**src/rtl/bmmp_ram.sv**
```systemverilog
module bmmp_ram #(
   parameter int WIDTH = 8,
   parameter int DEPTH = 16
) (
   input  logic                     clock,
   input  logic                     wr_en,
   input  logic [$clog2(DEPTH)-1:0] wr_addr,
   input  logic [WIDTH-1:0]         wr_data,
   input  logic                     rd_en,
   input  logic [$clog2(DEPTH)-1:0] rd_addr,
   output logic [WIDTH-1:0]         rd_data
);

   logic [WIDTH-1:0] mem_ff [DEPTH];
   logic [WIDTH-1:0] rd_data_ff;

   always_ff @(posedge clock) begin
      if (wr_en) begin
         mem_ff[wr_addr] <= wr_data;
      end
      if (rd_en) begin
         rd_data_ff <= mem_ff[rd_addr];
      end
   end

   assign rd_data = rd_data_ff;

endmodule

```
**config.mk**
```make
export PLATFORM = sky130hd
export DESIGN_NAME = bmmp_ram
export DESIGN_NICKNAME = d
export VERILOG_FILES = /design/src/rtl/bmmp_ram.sv
export SDC_FILE = /design/constraint.sdc
export NUM_CORES = 1
export LEC_CHECK = 0
export BUFFER_PORTS_ARGS = -buffer_cell sky130_fd_sc_hd__buf_2
export CORE_ASPECT_RATIO = 1.75
export CORE_MARGIN = 10
export CORE_UTILIZATION = 54
export CTS_BUF_LIST = sky130_fd_sc_hd__clkbuf_16
export DETAILED_ROUTE_END_ITERATION = 8
export GPL_TIMING_DRIVEN = 0
export PLACE_DENSITY = 0.78
export SLEW_MARGIN = 20
export SYNTH_ARGS = -nofsm -noshare
export SYNTH_HDL_FRONTEND = slang
export SYNTH_SLANG_ARGS = --single-unit
```
**constraint.sdc**
```tcl
create_clock -name clock -period 1.84 [get_ports clock]
set_clock_uncertainty 0.1 [all_clocks]
set_input_delay 0.368 -clock clock [delete_from_list [all_inputs] [get_ports clock]]
set_output_delay 0.368 -clock clock [all_outputs]
set_load 0.01 [all_outputs]
```
; After elaboration in Yosys (flattened, before gate mapping)
; Memories as Yosys holds them, arrays and structs flattened. A register that Yosys moved wholly into a read port is not among the register bits.
; Cells that the tools add are included.
[word_totals]
reg_bits = 0
n_memories = 1
in_bits = 19
ramBits = 128
[op_classes]
muxes = 2
[mem_list]
columns = name, depth, word_bits, rd, rd_ports_with_merged_regs, write_ports, line_no
row1 = mem_ff, 16, 8, 1, 1, 1, 14  ; logic [WIDTH-1:0] mem_ff [DEPTH];
[op_table]
columns = cell, n
row1 = 1-bit two-way mux, 2

; Logic depth before layout (Yosys ltp)
[depth]
depth_word = 2
mapped_depth = 5
mapped_depth_nobuf = 3

; Least setup slack after synthesis
; Ideal clock, no wire load.
[synth_path]
path_kind = input to register
startpoint = input wr_addr[2]
endpoint = memory mem_ff[0][0], enable pin
slack_ps = -121
required_time_ps = 1357
cell_stages = 2
arrival_time_ps = 1478
path_cell_list = or3b_2 nor3_1
[synth_rtl]
columns = item, line_no
row1 = from (decl), 7  ; input logic [$clog2(DEPTH)-1:0] wr_addr,
row2 = to (decl), 14
; No word-level cell before the write port.

; Worst setup path in the final report
[layout_path]
startpoint = input wr_addr[2]
endpoint = memory mem_ff[2][6], enable pin
; No word-level cell before the write port.

==> impl_metrics.toml <==
[setup_path]
path_delay_family = "simple AND/OR/NAND/NOR gates"
crit_fanout = 8
end_kind = "flip-flop"
required_ns = 1.78
slowest_delay_ns = 0.63
slowest_stage = "nor2_1"
rrSetupSlack_ns = 0.18
r2r-start = "mem_ff[2][1]"
path_buf_inv = 1
worstSetupPathType = "in -> reg"
startpoint_type = "primary input"
r2r_cells = 3
cp.arrival_ns = 1.64
cp_cell_sequence = "buf_2, or3b_2, nor2_1"
reg2reg_to = "rd_data[1]"

[sta]
rsz0062_at_grt = "false"
setup-violations-final = 0
slew_viol_final = 0
finalHoldViolations = 0
relSlewSlack_pct = 43.88
fmax_ghz = 0.5865
fin_crit_ns = 1.705
worstMarginPinSlew_ns = 0.8388
fin_tns_setup_ns = 0
fin_crit_sh_pct = 92.66
hold_slack_ns = 0.1890

[die]
ios = 27
rows = 47
die_x_microns = 94.38
design.die.area_sq_um = 14170
die-height_microns = 150.2
core_sq_um = 9468
start_util_pct = 55.21

[cts]
hold_buffers = 0
cts-root-buf = "clkbuf_16"
htreeDepth = 4
postCtsSetupRepairBufs = 0
cts_made_buffers = 17
clk_pin_slew_worst_paths_ns = 0.06
clkSinkCount = 136
clockBufferDepth = 2
cts_tree = "yes"
ctsResizeCount = 0
clock_latency_ns = 0.41

[logic_synthesis]
synthCells = 229
synth_nets = 248
yosysTopAreaCellShare_pct = 78.12
ys_types = 18
yosysMostFrequentCell = "edfxtp_1"
synthTopCellsByArea = "edfxtp_1, mux4_2, mux4_1"
synth_edf_count = 136
synth_ff_type = "edfxtp_1"
seq_area_frac_synth_pct = 78.12
synth_area_sq_um = 5228
async_flop_share_pct = 0
yosys_warnings = 0
synth_area_leader_cell = "edfxtp_1"
synth_seq_cells = 136
yosys-top-cells-count = "edfxtp_1, mux4_2, a22oi_1"
synth.avg_cell_area_sq_um = 22.83

[drt]
via_count = 2444
detail_route.wl_per_cell_microns = 24.84
routed_wl_mm = 10.14
ant_nets = 0
drc_errors = 0
first_iter_violations = 176
viasPerCell = 5.990
drtPass1Iterations = 4

[flow_run]
maxCapViolations = 0

[placement]
dp_hpwl_mm = 6.666
io_buffers = 25
globalplace.congestion = 0.8001

[global_routing]
grt_pass1_vias = 2631
grt_use_total_pct = 15.68
antenna_found_initial = 0
grtUsageMet2_pct = 25.66
use_met1_pct = 17.38
grt_pass1_wl_mm = 15.53
grt_use_met3_pct = 5.284
busiest_layer = "met2"
grt_remaining_overflow = 0
grt_max_degree = 17

[cells_and_area]
multi_input_area_sq_um = 1077
fill_cells = 610
num-nets-final = 292
syn_to_final_growth_pct = 16.95
regArea_sq_um = 4084
drive_gt1_share_pct = 29.72
final_util_pct = 64.57
insertedDiodeCount = 0

[power_and_ir_drop]
max-vdd-ir-drop_uv = 985.4
p_leak_nw = 2.043
p_per_area_nw_per_um2 = 1171

[worst_hold_path]
whs_path_depth = 1
min_from = "rd_en"
hold_path_class = "in -> reg"
min_to = "rd_data[1]"

[outcome]
outcome = "complete, no violations"
cell families after synthesis:
family | after synthesis | share of synthesized area (%)
compound gates | 16 | 2.298
flops | 136 | 78.12
mux | 32 | 14.79
simple gates | 35 | 3.136
buf+inv | 10 | 1.651
cell usage in the layout, fill, tap and decap left out, types with 4 or more instances in the layout:
cell type	Yosys	layout
a22oi_1	16	16
buf_2	3	28
clkbuf_16	0	17
edfxtp_1	136	136
mux4_1	14	14
mux4_2	18	18
nand2_1	9	9
nor2_1	13	13
nor3_2	0	4
stage by stage:
step                      std cells  instance area, sq um  total power [W]  worst slack (ns)
after detailed placement        376                  5525         0.003908           -0.3080
after global placement          376                  5510         0.003889           -0.3653
after floorplan                 229                  5233         0.003752           0.08959
final                           408                  6113         0.007157            0.1351
after global routing            408                  6113         0.007389           0.06949
after CTS                       408                  6113         0.007204           0.08551
how the worst max path moves through the flow:
stage / startpoint / end / slack [ns] / cells after the start
3_5_place_dp: wr_addr[2] / mem_ff[2][2] / -0.31 / 3
3_3_place_gp: wr_addr[2] / mem_ff[8][2] / -0.37 / 3
6_report: wr_addr[2] / mem_ff[2][6] / 0.14 / 3
5_1_grt: wr_addr[2] / mem_ff[2][6] / 0.07 / 3
4_1_cts: wr_addr[2] / mem_ff[2][6] / 0.09 / 3
2_1_floorplan: rd_addr[0] / rd_data[1] / 0.09 / 5
where the power goes:
part           total [W]  internal, W  leakage [nW]  switching (W)
clock            0.00331      0.00210         0.284        0.00121
sequential       0.00351      0.00349          1.24      0.0000156
combinational   0.000334     0.000135         0.523       0.000199
routing by layer:
metal  routed length, microns  part of all wire, %
met1                     3694                   36
met2                     5380                   53
met3                      683                  6.7
met4                      377                  3.7
met5                        0                    0
layout make-up:
class	count	area share [%]
buffer	10	1.412
tap	122	2.497
clock inverter	15	2.661
clock buffer	17	6.959
timing repair buffer	25	2.047
sequential	136	66.80
multi-input combinational	83	17.62
registers in the layout, indices dropped and copies added (netlist names):
signal,count
mem_ff,128
rd_data,8
No activity file was read; power rests on OpenSTA's default activity.
