File: config.mk
export PLATFORM = sky130hd
export DESIGN_NAME = bmmp_count_unit
export DESIGN_NICKNAME = d
export VERILOG_FILES = /design/src/rtl/bmmp_pkg.sv /design/src/rtl/bmmp_count_unit.sv
export SDC_FILE = /design/constraint.sdc
export NUM_CORES = 1
export LEC_CHECK = 0
export BUFFER_PORTS_ARGS = -buffer_cell sky130_fd_sc_hd__buf_2
export CAP_MARGIN = 40
export CELL_PAD_IN_SITES_DETAIL_PLACEMENT = 1
export CELL_PAD_IN_SITES_GLOBAL_PLACEMENT = 2
export CORE_MARGIN = 4
export CORE_UTILIZATION = 23
export DETAILED_ROUTE_END_ITERATION = 16
export PLACE_DENSITY = 0.77
export SYNTH_ARGS = -nofsm -noshare
export SYNTH_HDL_FRONTEND = slang
export SYNTH_SLANG_ARGS = --single-unit
File: constraint.sdc
create_clock -name vclk -period 5.9
set_clock_uncertainty 0.05 [all_clocks]
set_input_delay 0.59 -clock vclk [all_inputs]
set_output_delay 0.59 -clock vclk [all_outputs]
set_load 0.05 [all_outputs]
File: src/rtl/bmmp_pkg.sv
package bmmp_pkg;

   localparam int ENTRIES = 1024;
   localparam int KEYS    = 32;
   localparam int ADDR_W  = $clog2(ENTRIES);

   localparam int OPC_W   = 3;
   localparam int IDX_W   = 10;
   localparam int KEY_W   = 5;
   localparam int MASK_W  = 32;
   localparam int SPAN_W  = 11;
   localparam int CNT_W   = 8;
   localparam int PC_W    = $clog2(KEYS + 1);

   typedef enum logic [OPC_W-1:0] {
      OP_SET_BIT   = 3'd0,
      OP_CLR_BIT   = 3'd1,
      OP_RD_BIT    = 3'd2,
      OP_ZERO_WORD = 3'd3,
      OP_INIT_CNT  = 3'd4,
      OP_ADD_CNT   = 3'd5,
      OP_RD_CNT    = 3'd6
   } opcode_type;

   typedef enum logic [2:0] {
      ST_CLEAR,
      ST_IDLE,
      ST_MODIFY,
      ST_ZERO,
      ST_PASS,
      ST_HOLD
   } state_type;

   // set bits in a 4-bit value
   localparam logic [2:0] NIBBLE_ONES [16] = '{
      3'd0, 3'd1, 3'd1, 3'd2, 3'd1, 3'd2, 3'd2, 3'd3,
      3'd1, 3'd2, 3'd2, 3'd3, 3'd2, 3'd3, 3'd3, 3'd4
   };

endpackage

File: src/rtl/bmmp_count_unit.sv
module bmmp_count_unit (
   input  logic [bmmp_pkg::KEYS-1:0]  word,
   input  logic [bmmp_pkg::KEYS-1:0]  mask,
   input  logic [bmmp_pkg::CNT_W-1:0] old_count,
   input  logic                       accumulate,
   output logic [bmmp_pkg::CNT_W-1:0] new_count
);
   import bmmp_pkg::*;

   logic [KEYS-1:0] masked;
   logic [PC_W-1:0] ones;

   assign masked = word & mask;

   // sum per-nibble counts
   always_comb begin
      logic [PC_W-1:0] sum;
      sum = '0;
      for (int n = 0; n < KEYS / 4; n++) begin
         sum = sum + PC_W'(NIBBLE_ONES[masked[4*n +: 4]]);
      end
      ones = sum;
   end

   // wrap modulo 256 on accumulate
   assign new_count = accumulate ? CNT_W'(old_count + CNT_W'(ones)) : CNT_W'(ones);

endmodule

; Yosys cells after proc, flatten, opt, wreduce, memory -nomap -nowiden
; Memory sizes are Yosys's and may differ from the RTL's.
; Index checks and enable logic that the tools add are counted.
[classes]
add_sub_neg = 8
n_lt_le_gt_ge = 8
n_mux = 17
bitwise_logic = 9
[op_table]
columns = op, n
row1 = $mux W3, 16
row2 = $ge A5 B5 Y1 const B, 8
row3 = $not A4 Y5, 8
row4 = $and A32 B32 Y32, 1
row5 = $add A6 B3 Y6, 4
row6 = $add A8 B6 Y8, 1
row7 = $mux W8, 1
row8 = $add A5 B3 Y6, 1
row9 = $add A4 B3 Y5, 1
row10 = $add A3 B3 Y4, 1
[word_totals]
ff_bits = 0
rom_bits = 384
inputBits = 73
out_inout_bits = 8
wordCells = 50
n_memories = 8
[mem_list]
columns = name, words, word_bits, rd, rd_clocked_by_memory_dff, write_ports, line
row1 = (name not given), 16, 3, 1, 0, 0, bmmp_count_unit.sv:20  ; sum = sum + PC_W'(NIBBLE_ONES[masked[4*n +: 4]]);
row2 = (name not given), 16, 3, 1, 0, 0, bmmp_count_unit.sv:20
row3 = (name not given), 16, 3, 1, 0, 0, bmmp_count_unit.sv:20
row4 = (name not given), 16, 3, 1, 0, 0, bmmp_count_unit.sv:20
row5 = (name not given), 16, 3, 1, 0, 0, bmmp_count_unit.sv:20
row6 = (name not given), 16, 3, 1, 0, 0, bmmp_count_unit.sv:20
row7 = +2 memories, -, -, -, -, -, -

; Longest topological paths before layout
; Gate-level depths: netlist of the first run.
[logic_depth]
ltp_word = 14
depth_mapped = 22
ltp_nobuf = 22

; Least setup slack after synthesis of the first run
; OpenSTA, ideal clock, no wires.
[synth_path]
path_kind = input -> output
start = input port word[12] in the netlist's numbering
end = output port new_count[6] in the netlist's numbering
t_arrival_ns = 6.280
required_ns = 5.260
path_slack_ns = -1.020
stages = 17
path_buffers = 0
cell_sequence = and2_1 ha_1 and3_1 a211oi_1 a21oi_1 fa_1 fa_1 fa_1 fa_1 inv_1 ha_1 inv_1 fa_1 inv_1 ha_1 a21oi_2 o311ai_0
[synth_via]
elab_chain_cells = 12
[synth_lines]
columns = item, line
row1 = from (decl), bmmp_count_unit.sv:2  ; input logic [bmmp_pkg::KEYS-1:0] word,
row2 = $and A32 B32 Y32, bmmp_count_unit.sv:13  ; assign masked = word & mask;
row3 = $not A4 Y5 (implied by the code), bmmp_count_unit.sv:20
row4 = $mem_v2 Z16 W3, -
row5 = $mux W3 (implied by the code) (2 in series), bmmp_count_unit.sv:20
row6 = $add A5 B3 Y6, bmmp_count_unit.sv:20
row7 = $add A6 B3 Y6 (4 in series), bmmp_count_unit.sv:20
row8 = $add A8 B6 Y8, bmmp_count_unit.sv:26  ; assign new_count = accumulate ? CNT_W'(old_count + CNT_W'(ones)) : CNT_W'(ones);
row9 = $mux W8, bmmp_count_unit.sv:26
row10 = to (decl), bmmp_count_unit.sv:6  ; output logic [bmmp_pkg::CNT_W-1:0] new_count
; Every way passes these cells. The select of a mux whose other input is x is not followed.

; Final worst setup path of the first run
[layout_path]
start = input port mask[12] in the netlist's numbering
end = output port new_count[7] in the netlist's numbering
[layout_via]
elab_chain_cells = 12
[layout_lines]
columns = item, line
row1 = from (decl), bmmp_count_unit.sv:3  ; input logic [bmmp_pkg::KEYS-1:0] mask,
row2 = $and A32 B32 Y32, bmmp_count_unit.sv:13
row3 = $not A4 Y5 (implied by the code), bmmp_count_unit.sv:20
row4 = $mem_v2 Z16 W3, -
row5 = $mux W3 (implied by the code) (2 in series), bmmp_count_unit.sv:20
row6 = $add A5 B3 Y6, bmmp_count_unit.sv:20
row7 = $add A6 B3 Y6 (4 in series), bmmp_count_unit.sv:20
row8 = $add A8 B6 Y8, bmmp_count_unit.sv:26
row9 = $mux W8, bmmp_count_unit.sv:26
; Every way passes these cells. The select of a mux whose other input is x is not followed.

==> results of run 1 <==
-- synthesized netlist by cell type (2+ instances only) --
master	instances	area [um^2]
nor3_1	2	10.0
a21o_1	4	30.0
nand3b_1	2	15.0
nor2_1	9	33.8
o31ai_1	2	15.0
nor2b_1	3	18.8
a211oi_1	2	15.0
xor2_1	5	43.8
a21oi_1	8	40.0
a31oi_1	2	12.5
or3_1	2	12.5
nand4_1	3	18.8
nand3_1	7	35.0
mux2i_1	4	40.0
inv_1	41	154
o21ai_0	6	30.0
fa_1	18	360
mux2_2	3	33.8
o21a_1	2	15.0
ha_1	31	388
nand2_1	46	173
xnor2_1	10	87.6
-- critical path, delay by kind of cell --
family,cells,cell delay [ps]
buf+inv,6,480
mux,1,240
fa+ha+maj,8,3070
simple gates,3,430
compound gates,3,430
-- area by class of cell --
cell class | instances | area, um^2 | area share, %
inverters | 41 | 154 | 5.39
repair buffers | 118 | 795 | 27.8
multi-input cells | 187 | 1780 | 62.4
well taps | 99 | 124 | 4.34
-- power by group --
| group | switching (mW) | internal (mW) | leakage, nW |
|---|---|---|---|
| clock | 0 | 0 | 0 |
| combinational | 0.938 | 0.716 | 1.52 |
| sequential | 0 | 0 | 0 |
| total | 0.938 | 0.716 | 1.52 |
-- per-layer routing --
layer	wire length, um	global-route usage, %	part of all wire, %
met1	2260	14.8	42
met2	2790	23.2	52
met5	0	0	0
met4	17	0.361	0.32
met3	266	0.956	5.0
-- what timing repair did --
action,4_1_cts,5_1_grt
pin swaps,22,20
buffers inserted,5,4
setup endpoints to repair,5,5
resized for setup,48,33
-- worst max-delay path by stage --
stage              from           end  slack [ps]  cells past startpoint
4_1_cts         word[9]  new_count[7]         -70                     20
6_report       mask[12]  new_count[7]          20                     21
3_3_place_gp   word[12]  new_count[7]        -260                     21
3_5_place_dp    word[4]  new_count[7]        -340                     20
2_1_floorplan  word[12]  new_count[7]          -1                     19
5_1_grt         word[4]  new_count[7]        -180                     20
-- kinds of logic (layout without fill, tap and decap cells) --
group                    Yosys count  count (layout)
multiplexers                       7               7
AND/OR/NAND/NOR                   79              79
XOR/XNOR                          15              15
buffers and inverters             42             159
AO/OA/AOI/OAI                     37              37
adder cells (fa/ha/maj)           49              49
==> impl_metrics.tcl, run 1 <==
set metrics [dict create \
    power_mw 1.65 \
    critPathMaxFanout 2 \
    start_util_pct 23.7 \
    tns_ps 0 \
    timing_worst_setup_path_type "in2out" \
    ir_drop_mv 0.694 \
    synth_xor_area_share_pct 7.65 \
    hold_viol 0 \
    design_area_um2 2860 \
    status "completed" \
    syn_area_per_cell_um2 7.50 \
    grt_setup_unrepaired "yes" \
    gp_congestion 0.767 \
    syn_inst 229 \
    cts_hold_buffers 0 \
    setup-violations-final 0 \
    placed_cells 436 \
    mostFrequentLayoutCells "buf_2 (65), nand2_1 (37), buf_4 (35), inv_1 (32), ha_1 (24)" \
    fmax_mhz 170 \
    end_kind "output port" \
    die_h_um 94.4 \
    timing.final.ws_setup_ps 16.9 \
    synth_warnings 0 \
    rows 31 \
    max_cap_violations 0 \
    seq_area_frac_synth_pct 0 \
    remaining_drc_errors 0 \
    grt-ovfl-total 0 \
    layout_commonest_cell "buf_2" \
    synth_top_family_by_area "adder cells" \
    stdcell_count 445 \
    drt_iter0_markers 32 \
    critical_path.max_stage_delay_ps 540 \
    regArea_um2 0 \
    drt_wl_total_um 5330 \
    antenna_left 0 \
    synth_compound_area_share_pct 14.6 \
    worstMarginPinSlew_ps 318 \
    track_usage_pct 11.9 \
    hold_path_depth 4 \
    fillers 893 \
    cp_common_cell "fa_1" \
    period_needed_ps 5880 \
    drive_gt1_share_pct 50.6 \
    report.final.slew_viol_count 0 \
    muxShareOfSynthArea_pct 4.30 \
    dieWidth_um 94.4 \
    grt_pass1_wl_um 8950 \
    pin_count 81 \
    place_area_um2 2480 \
    port_buffers 81 \
    final_nets 470 \
    synth_cell_types 39 \
    clock_buffers 0 \
    antenna_found_initial 0 \
    grt_pass1_vias 2128 \
    syn_to_final_growth_pct 66.2 \
    slew_headroom_pct 78.8 \
    wl_per_cell_um 12.0 \
    post-route-period-util_pct 99.7 \
    p_leak_nw 1.52 \
    cp_slowest_cell "fa_2" \
    antenna_cells 0 \
    hold_class "in2out" \
    critPathLaunchType "input port" \
    hold_start "old_count[7]" \
    synth_nets 351 \
    crit_arrival_ps 5240 \
    viasPerCell 4.29 \
    synth_fa_ha_area_share_pct 43.6 \
    holdPathEnd "new_count[7]" \
    grt_max_degree 18 \
    p_per_area_nw_per_um2 579 \
    dr_total_vias 1911 \
    core_um2 7250 \
    syn_area_um2 1720 \
    holdWs_ps 1540 \
    post-place-ws_ps -344 \
    crit_chain "buf_6 -> and2_4 -> ha_4 -> and3_4 -> nor2b_4 -> fa_1 -> fa_1 -> fa_1 -> inv_1 -> fa_1 -> inv_1 -> ha_2 -> inv_2 -> fa_2 -> inv_2 -> ha_4 -> o21ai_4 -> o21bai_1 -> o31a_1 -> mux2i_4 -> buf_6" \
    design.seq.count 0 \
    die_area_um2 8920 \
    final_util_pct 39.4 \
    worstPathRequired_ps 5260 \
    synth-simple-area-share_pct 20.6 \
    drtPass1Iterations 4 \
    place_hpwl_um 4670 \
]
Power figures use the tool's default switching activity.
==> run 2, diff against run 1 <==
--- a/config.mk
+++ b/config.mk
@@ -5,14 +5,15 @@
 export SDC_FILE = /design/constraint.sdc
 export NUM_CORES = 1
 export LEC_CHECK = 0
+export ABC_AREA = 1
 export BUFFER_PORTS_ARGS = -buffer_cell sky130_fd_sc_hd__buf_2
 export CAP_MARGIN = 40
 export CELL_PAD_IN_SITES_DETAIL_PLACEMENT = 1
 export CELL_PAD_IN_SITES_GLOBAL_PLACEMENT = 2
 export CORE_MARGIN = 4
-export CORE_UTILIZATION = 23
+export CORE_UTILIZATION = 25
 export DETAILED_ROUTE_END_ITERATION = 16
-export PLACE_DENSITY = 0.77
+export PLACE_DENSITY = 0.82
 export SYNTH_ARGS = -nofsm -noshare
 export SYNTH_HDL_FRONTEND = slang
 export SYNTH_SLANG_ARGS = --single-unit
==> constraint.sdc (replaced) <==
create_clock -name vclk -period 5.85
set_clock_uncertainty 0.05 [all_clocks]
set_input_delay 0.585 -clock vclk [all_inputs]
set_output_delay 0.585 -clock vclk [all_outputs]
set_load 0.05 [all_outputs]
==> impl_metrics.tcl, run 2 <==
set metrics [dict create \
    dieWidth_um 93.3 \
    p_leak_nw 1.59 \
    pin_count 81 \
    critPathLaunchType "input port" \
    status "completed" \
    grt_setup_unrepaired "yes" \
    syn_inst 284 \
    gp_congestion 0.809 \
    synth.top_cells.by_area "ha_1 (21%), fa_1 (20%), nand2_1 (17%)" \
    wl_per_cell_um 10.9 \
    die_h_um 93.3 \
    slew_headroom_pct 80.3 \
    place_area_um2 2380 \
    placed_cells 465 \
    synth_cell_types 26 \
    syn_area_um2 1820 \
    synth_area_leader_cell "ha_1" \
    drive_gt1_share_pct 40.7 \
    final_util_pct 39.4 \
    post-route-period-util_pct 97.3 \
    final_nets 493 \
    rows 30 \
    viasPerCell 4.28 \
    antenna_left 0 \
    synth-simple-area-share_pct 28.3 \
    syn_area_per_cell_um2 6.41 \
    synth_common_cells "nand2_1 (82), inv_1 (70), ha_1 (31)" \
    drtPass1Iterations 4 \
    grt-ovfl-total 0 \
    crit_arrival_ps 5060 \
    crit_chain "buf_6 -> nand2_4 -> inv_4 -> ha_4 -> nor3b_4 -> nand3b_1 -> fa_2 -> fa_2 -> fa_2 -> fa_2 -> inv_1 -> ha_2 -> inv_2 -> fa_2 -> xor2_2 -> inv_2 -> ha_4 -> nand2_1 -> nor2_1 -> nand2_1 -> nand4_1 -> nand3_1 -> nand2_1 -> buf_6" \
    setup-violations-final 0 \
    muxShareOfSynthArea_pct 0.550 \
    synth_top_family_by_area "adder cells" \
    stdcell_count 465 \
    synth_warnings 0 \
    regArea_um2 0 \
    critPathMaxFanout 5 \
    holdWs_ps 1570 \
    place_hpwl_um 4480 \
    start_util_pct 26.2 \
    port_buffers 81 \
    path_depth 24 \
    p_per_area_nw_per_um2 541 \
    remaining_drc_errors 0 \
    seq_area_frac_synth_pct 0 \
    hold_class "in2out" \
    track_usage_pct 11.3 \
    dr_total_vias 1991 \
    mostFrequentLayoutCells "nand2_1 (71), buf_2 (70), inv_1 (56), ha_1 (21), nor2_1 (16)" \
    syn_to_final_growth_pct 50.4 \
    antenna_found_initial 0 \
    clock_buffers 0 \
    cp_slowest_cell "fa_2" \
    timing.final.ws_setup_ps 158 \
    period_needed_ps 5690 \
    antenna_cells 0 \
    post-place-ws_ps -248 \
    die_area_um2 8710 \
    cp_num_buf_inv 6 \
    fmax_mhz 176 \
    ir_drop_mv 0.221 \
    hold_viol 0 \
    drt_wl_total_um 5060 \
    synth_nets 406 \
    design.seq.count 0 \
    hold_path_depth 4 \
    design_area_um2 2740 \
    end_kind "output port" \
    timing_worst_setup_path_type "in2out" \
    drt_iter0_markers 12 \
    worstMarginPinSlew_ps 293 \
    path_delay_family "adder cells" \
    synth_compound_area_share_pct 8.45 \
    critical_path.max_stage_delay_ps 600 \
    core_um2 6940 \
    max_cap_violations 0 \
    grt_max_degree 11 \
    layout_commonest_cell "nand2_1" \
    worstPathRequired_ps 5220 \
    cp_common_cell "fa_2" \
    report.final.slew_viol_count 0 \
    grt_pass1_wl_um 8460 \
    synth_top_area_share_pct 21.3 \
    fillers 901 \
    grt_pass1_vias 2101 \
    synth_xor_area_share_pct 6.74 \
    synth.most_common_cell "nand2_1" \
    synth_fa_ha_area_share_pct 41.1 \
]
## run 2: layout make-up
class,count,area (um^2),area share (%)
multi-input combinational,213,1840,67.0
timing repair buffer,86,515,18.8
tap,96,120,4.39
inverter,70,268,9.78
## run 2: cell families (layout without fill, tap and decap cells)
family,after synthesis,after routing
xor gates and xnor gates,14,14
and+or+nand+nor,124,124
buffers and inverters,71,156
AOI/OAI and AO/OA,25,25
muxes,1,1
adders and majority gates,49,49
## run 2: path summary, 6_finish.rpt
check  startpoint           end  slack (ps)
min    accumulate  new_count[7]        1570
max      mask[12]  new_count[5]         160
## run 2: repair_timing
| item | 4_1_cts | 5_1_grt |
|---|---|---|
| hold endpoints to repair | 0 | 0 |
| gates cloned | 0 | 0 |
| setup endpoints to repair | 5 | 5 |
| setup buffers | 0 | 1 |
| gates resized for setup | 15 | 76 |
| pin swaps | 8 | 38 |
| hold buffers | 0 | 0 |
## run 2: power breakdown
| part | leakage, nW | switching [mW] | internal, mW |
|---|---|---|---|
| Combinational | 1.59 | 0.936 | 0.544 |
| Sequential | 0 | 0 | 0 |
| Clock | 0 | 0 | 0 |
| Total | 1.59 | 0.936 | 0.544 |
## run 2: metal layers
| metal | vias up | GRT usage (%) | share of wire, % |
|---|---|---|---|
| li1 | 1034 | - | - |
| met1 | 914 | 13.2 | 40 |
| met2 | 43 | 23.3 | 55 |
| met3 | 0 | 0.724 | 4.5 |
| met4 | 0 | 0 | 0 |
| met5 | - | 0 | 0 |
## run 2: metrics by stage
step | power (mW) | TNS [ps]
after floorplan | 0.982 | 0
after global placement | 1.30 | -382
after detailed placement | 1.33 | -891
after CTS | 1.40 | -11.2
after global routing | 1.66 | -251
final | 1.48 | 0
==> run 3, diff against run 2 <==
--- a/config.mk
+++ b/config.mk
@@ -7,10 +7,11 @@
 export LEC_CHECK = 0
 export ABC_AREA = 1
 export BUFFER_PORTS_ARGS = -buffer_cell sky130_fd_sc_hd__buf_2
-export CAP_MARGIN = 40
+export CAP_MARGIN = 20
 export CELL_PAD_IN_SITES_DETAIL_PLACEMENT = 1
 export CELL_PAD_IN_SITES_GLOBAL_PLACEMENT = 2
-export CORE_MARGIN = 4
+export CORE_ASPECT_RATIO = 1.75
+export CORE_MARGIN = 2
 export CORE_UTILIZATION = 25
 export DETAILED_ROUTE_END_ITERATION = 16
 export PLACE_DENSITY = 0.82
==> impl_metrics.tcl, run 3 (synthesis gave the netlist of run 2 again) <==
set metrics [dict create \
    grt_max_degree 11 \
    critPathMaxFanout 4 \
    track_usage_pct 12.9 \
    fillers 927 \
    report.final.slew_viol_count 0 \
    syn_to_final_growth_pct 46.9 \
    timing_worst_setup_path_type "in2out" \
    crit_arrival_ps 5140 \
    hold_viol 0 \
    pin_count 81 \
    regArea_um2 0 \
    worstMarginPinSlew_ps 327 \
    ir_drop_mv 0.348 \
    antenna_cells 0 \
    hold_class "in2out" \
    cp_common_cell "inv_2" \
    grt_pass1_wl_um 8330 \
    setup-violations-final 0 \
    tns_ps 0 \
    drt_iter0_markers 27 \
    p_leak_nw 1.60 \
    remaining_drc_errors 0 \
    antenna_found_initial 0 \
    antenna_left 0 \
    slew_headroom_pct 78.0 \
    rows 41 \
    die_area_um2 8010 \
    dr_total_vias 2073 \
    start_util_pct 25.5 \
    core_um2 7130 \
    design.seq.count 0 \
    holdWs_ps 1570 \
    viasPerCell 4.50 \
    post-route-period-util_pct 98.8 \
    die_h_um 117 \
    status "completed" \
    clock_buffers 0 \
    grt-ovfl-total 0 \
    fmax_mhz 173 \
    end_kind "output port" \
    worstPathRequired_ps 5220 \
    drtPass1Iterations 3 \
    gp_congestion 0.769 \
    port_buffers 81 \
    p_per_area_nw_per_um2 606 \
    grt_pass1_vias 2137 \
    cts_hold_buffers 0 \
    mostFrequentLayoutCells "nand2_1 (73), buf_2 (72), inv_1 (58), ha_1 (24), nor2_1 (17)" \
    critPathLaunchType "input port" \
    wl_per_cell_um 10.6 \
    place_hpwl_um 4500 \
    grt_setup_unrepaired "yes" \
    drive_gt1_share_pct 38.4 \
    drt_wl_total_um 4900 \
    cp_slowest_cell "fa_1" \
    max_cap_violations 0 \
    critical_path.max_stage_delay_ps 540 \
    dieWidth_um 68.5 \
    final_nets 499 \
    period_needed_ps 5780 \
    layout_commonest_cell "nand2_1" \
]
[run 3: what timing repair did]
item,in CTS,in global routing
setup buffers,1,3
gates resized for setup,33,42
hold endpoints to repair,0,0
pin swaps,22,27
endpoints found under the setup margin,5,5
[run 3: critical path: cells and delay by family]
kind	cells	cell delay, ps
simple gates	9	890
fa+ha+maj	8	2960
buf+inv	9	680
[run 3: report_power, final]
part | total, mW | switching, mW | internal, mW | leakage [nW]
clock | 0 | 0 | 0 | 0
sequential | 0 | 0 | 0 | 0
combinational | 1.62 | 0.976 | 0.645 | 1.60
total | 1.62 | 0.976 | 0.645 | 1.60
[run 3: cell type report]
class,count,area [um^2],share of cell area [%]
inverters,70,268,10.0
multi-input cells,213,1750,65.5
repair buffers,92,548,20.5
well taps,86,108,4.02
[run 3: per-stage QoR]
stage | utilization (%) | cells | setup WS (ps) | cell area [um^2] | total power [mW]
3_5_place_dp | 33.6 | 459 | -355 | 2400 | 1.37
3_3_place_gp | 33.6 | 459 | -164 | 2400 | 1.34
5_1_grt | 37.5 | 461 | -155 | 2680 | 1.82
4_1_cts | 35.3 | 459 | 4.17 | 2520 | 1.48
2_1_floorplan | - | 284 | 102 | 1830 | 0.982
6_report | 37.5 | 461 | 70.2 | 2680 | 1.62
[run 3: worst paths after layout]
path / from / to / slack [ps] / cells past startpoint
worst min-delay path: accumulate / new_count[6] / 1570 / 4
worst max-delay path: mask[13] / new_count[6] / 70 / 26
[run 3: per-layer routing]
layer	up-vias	global-route usage [%]	share of wire [%]
li1	1045	-	-
met1	982	12.2	32
met2	44	29.4	64
met3	2	0	3.2
met4	0	0.800	0.86
met5	-	0	0
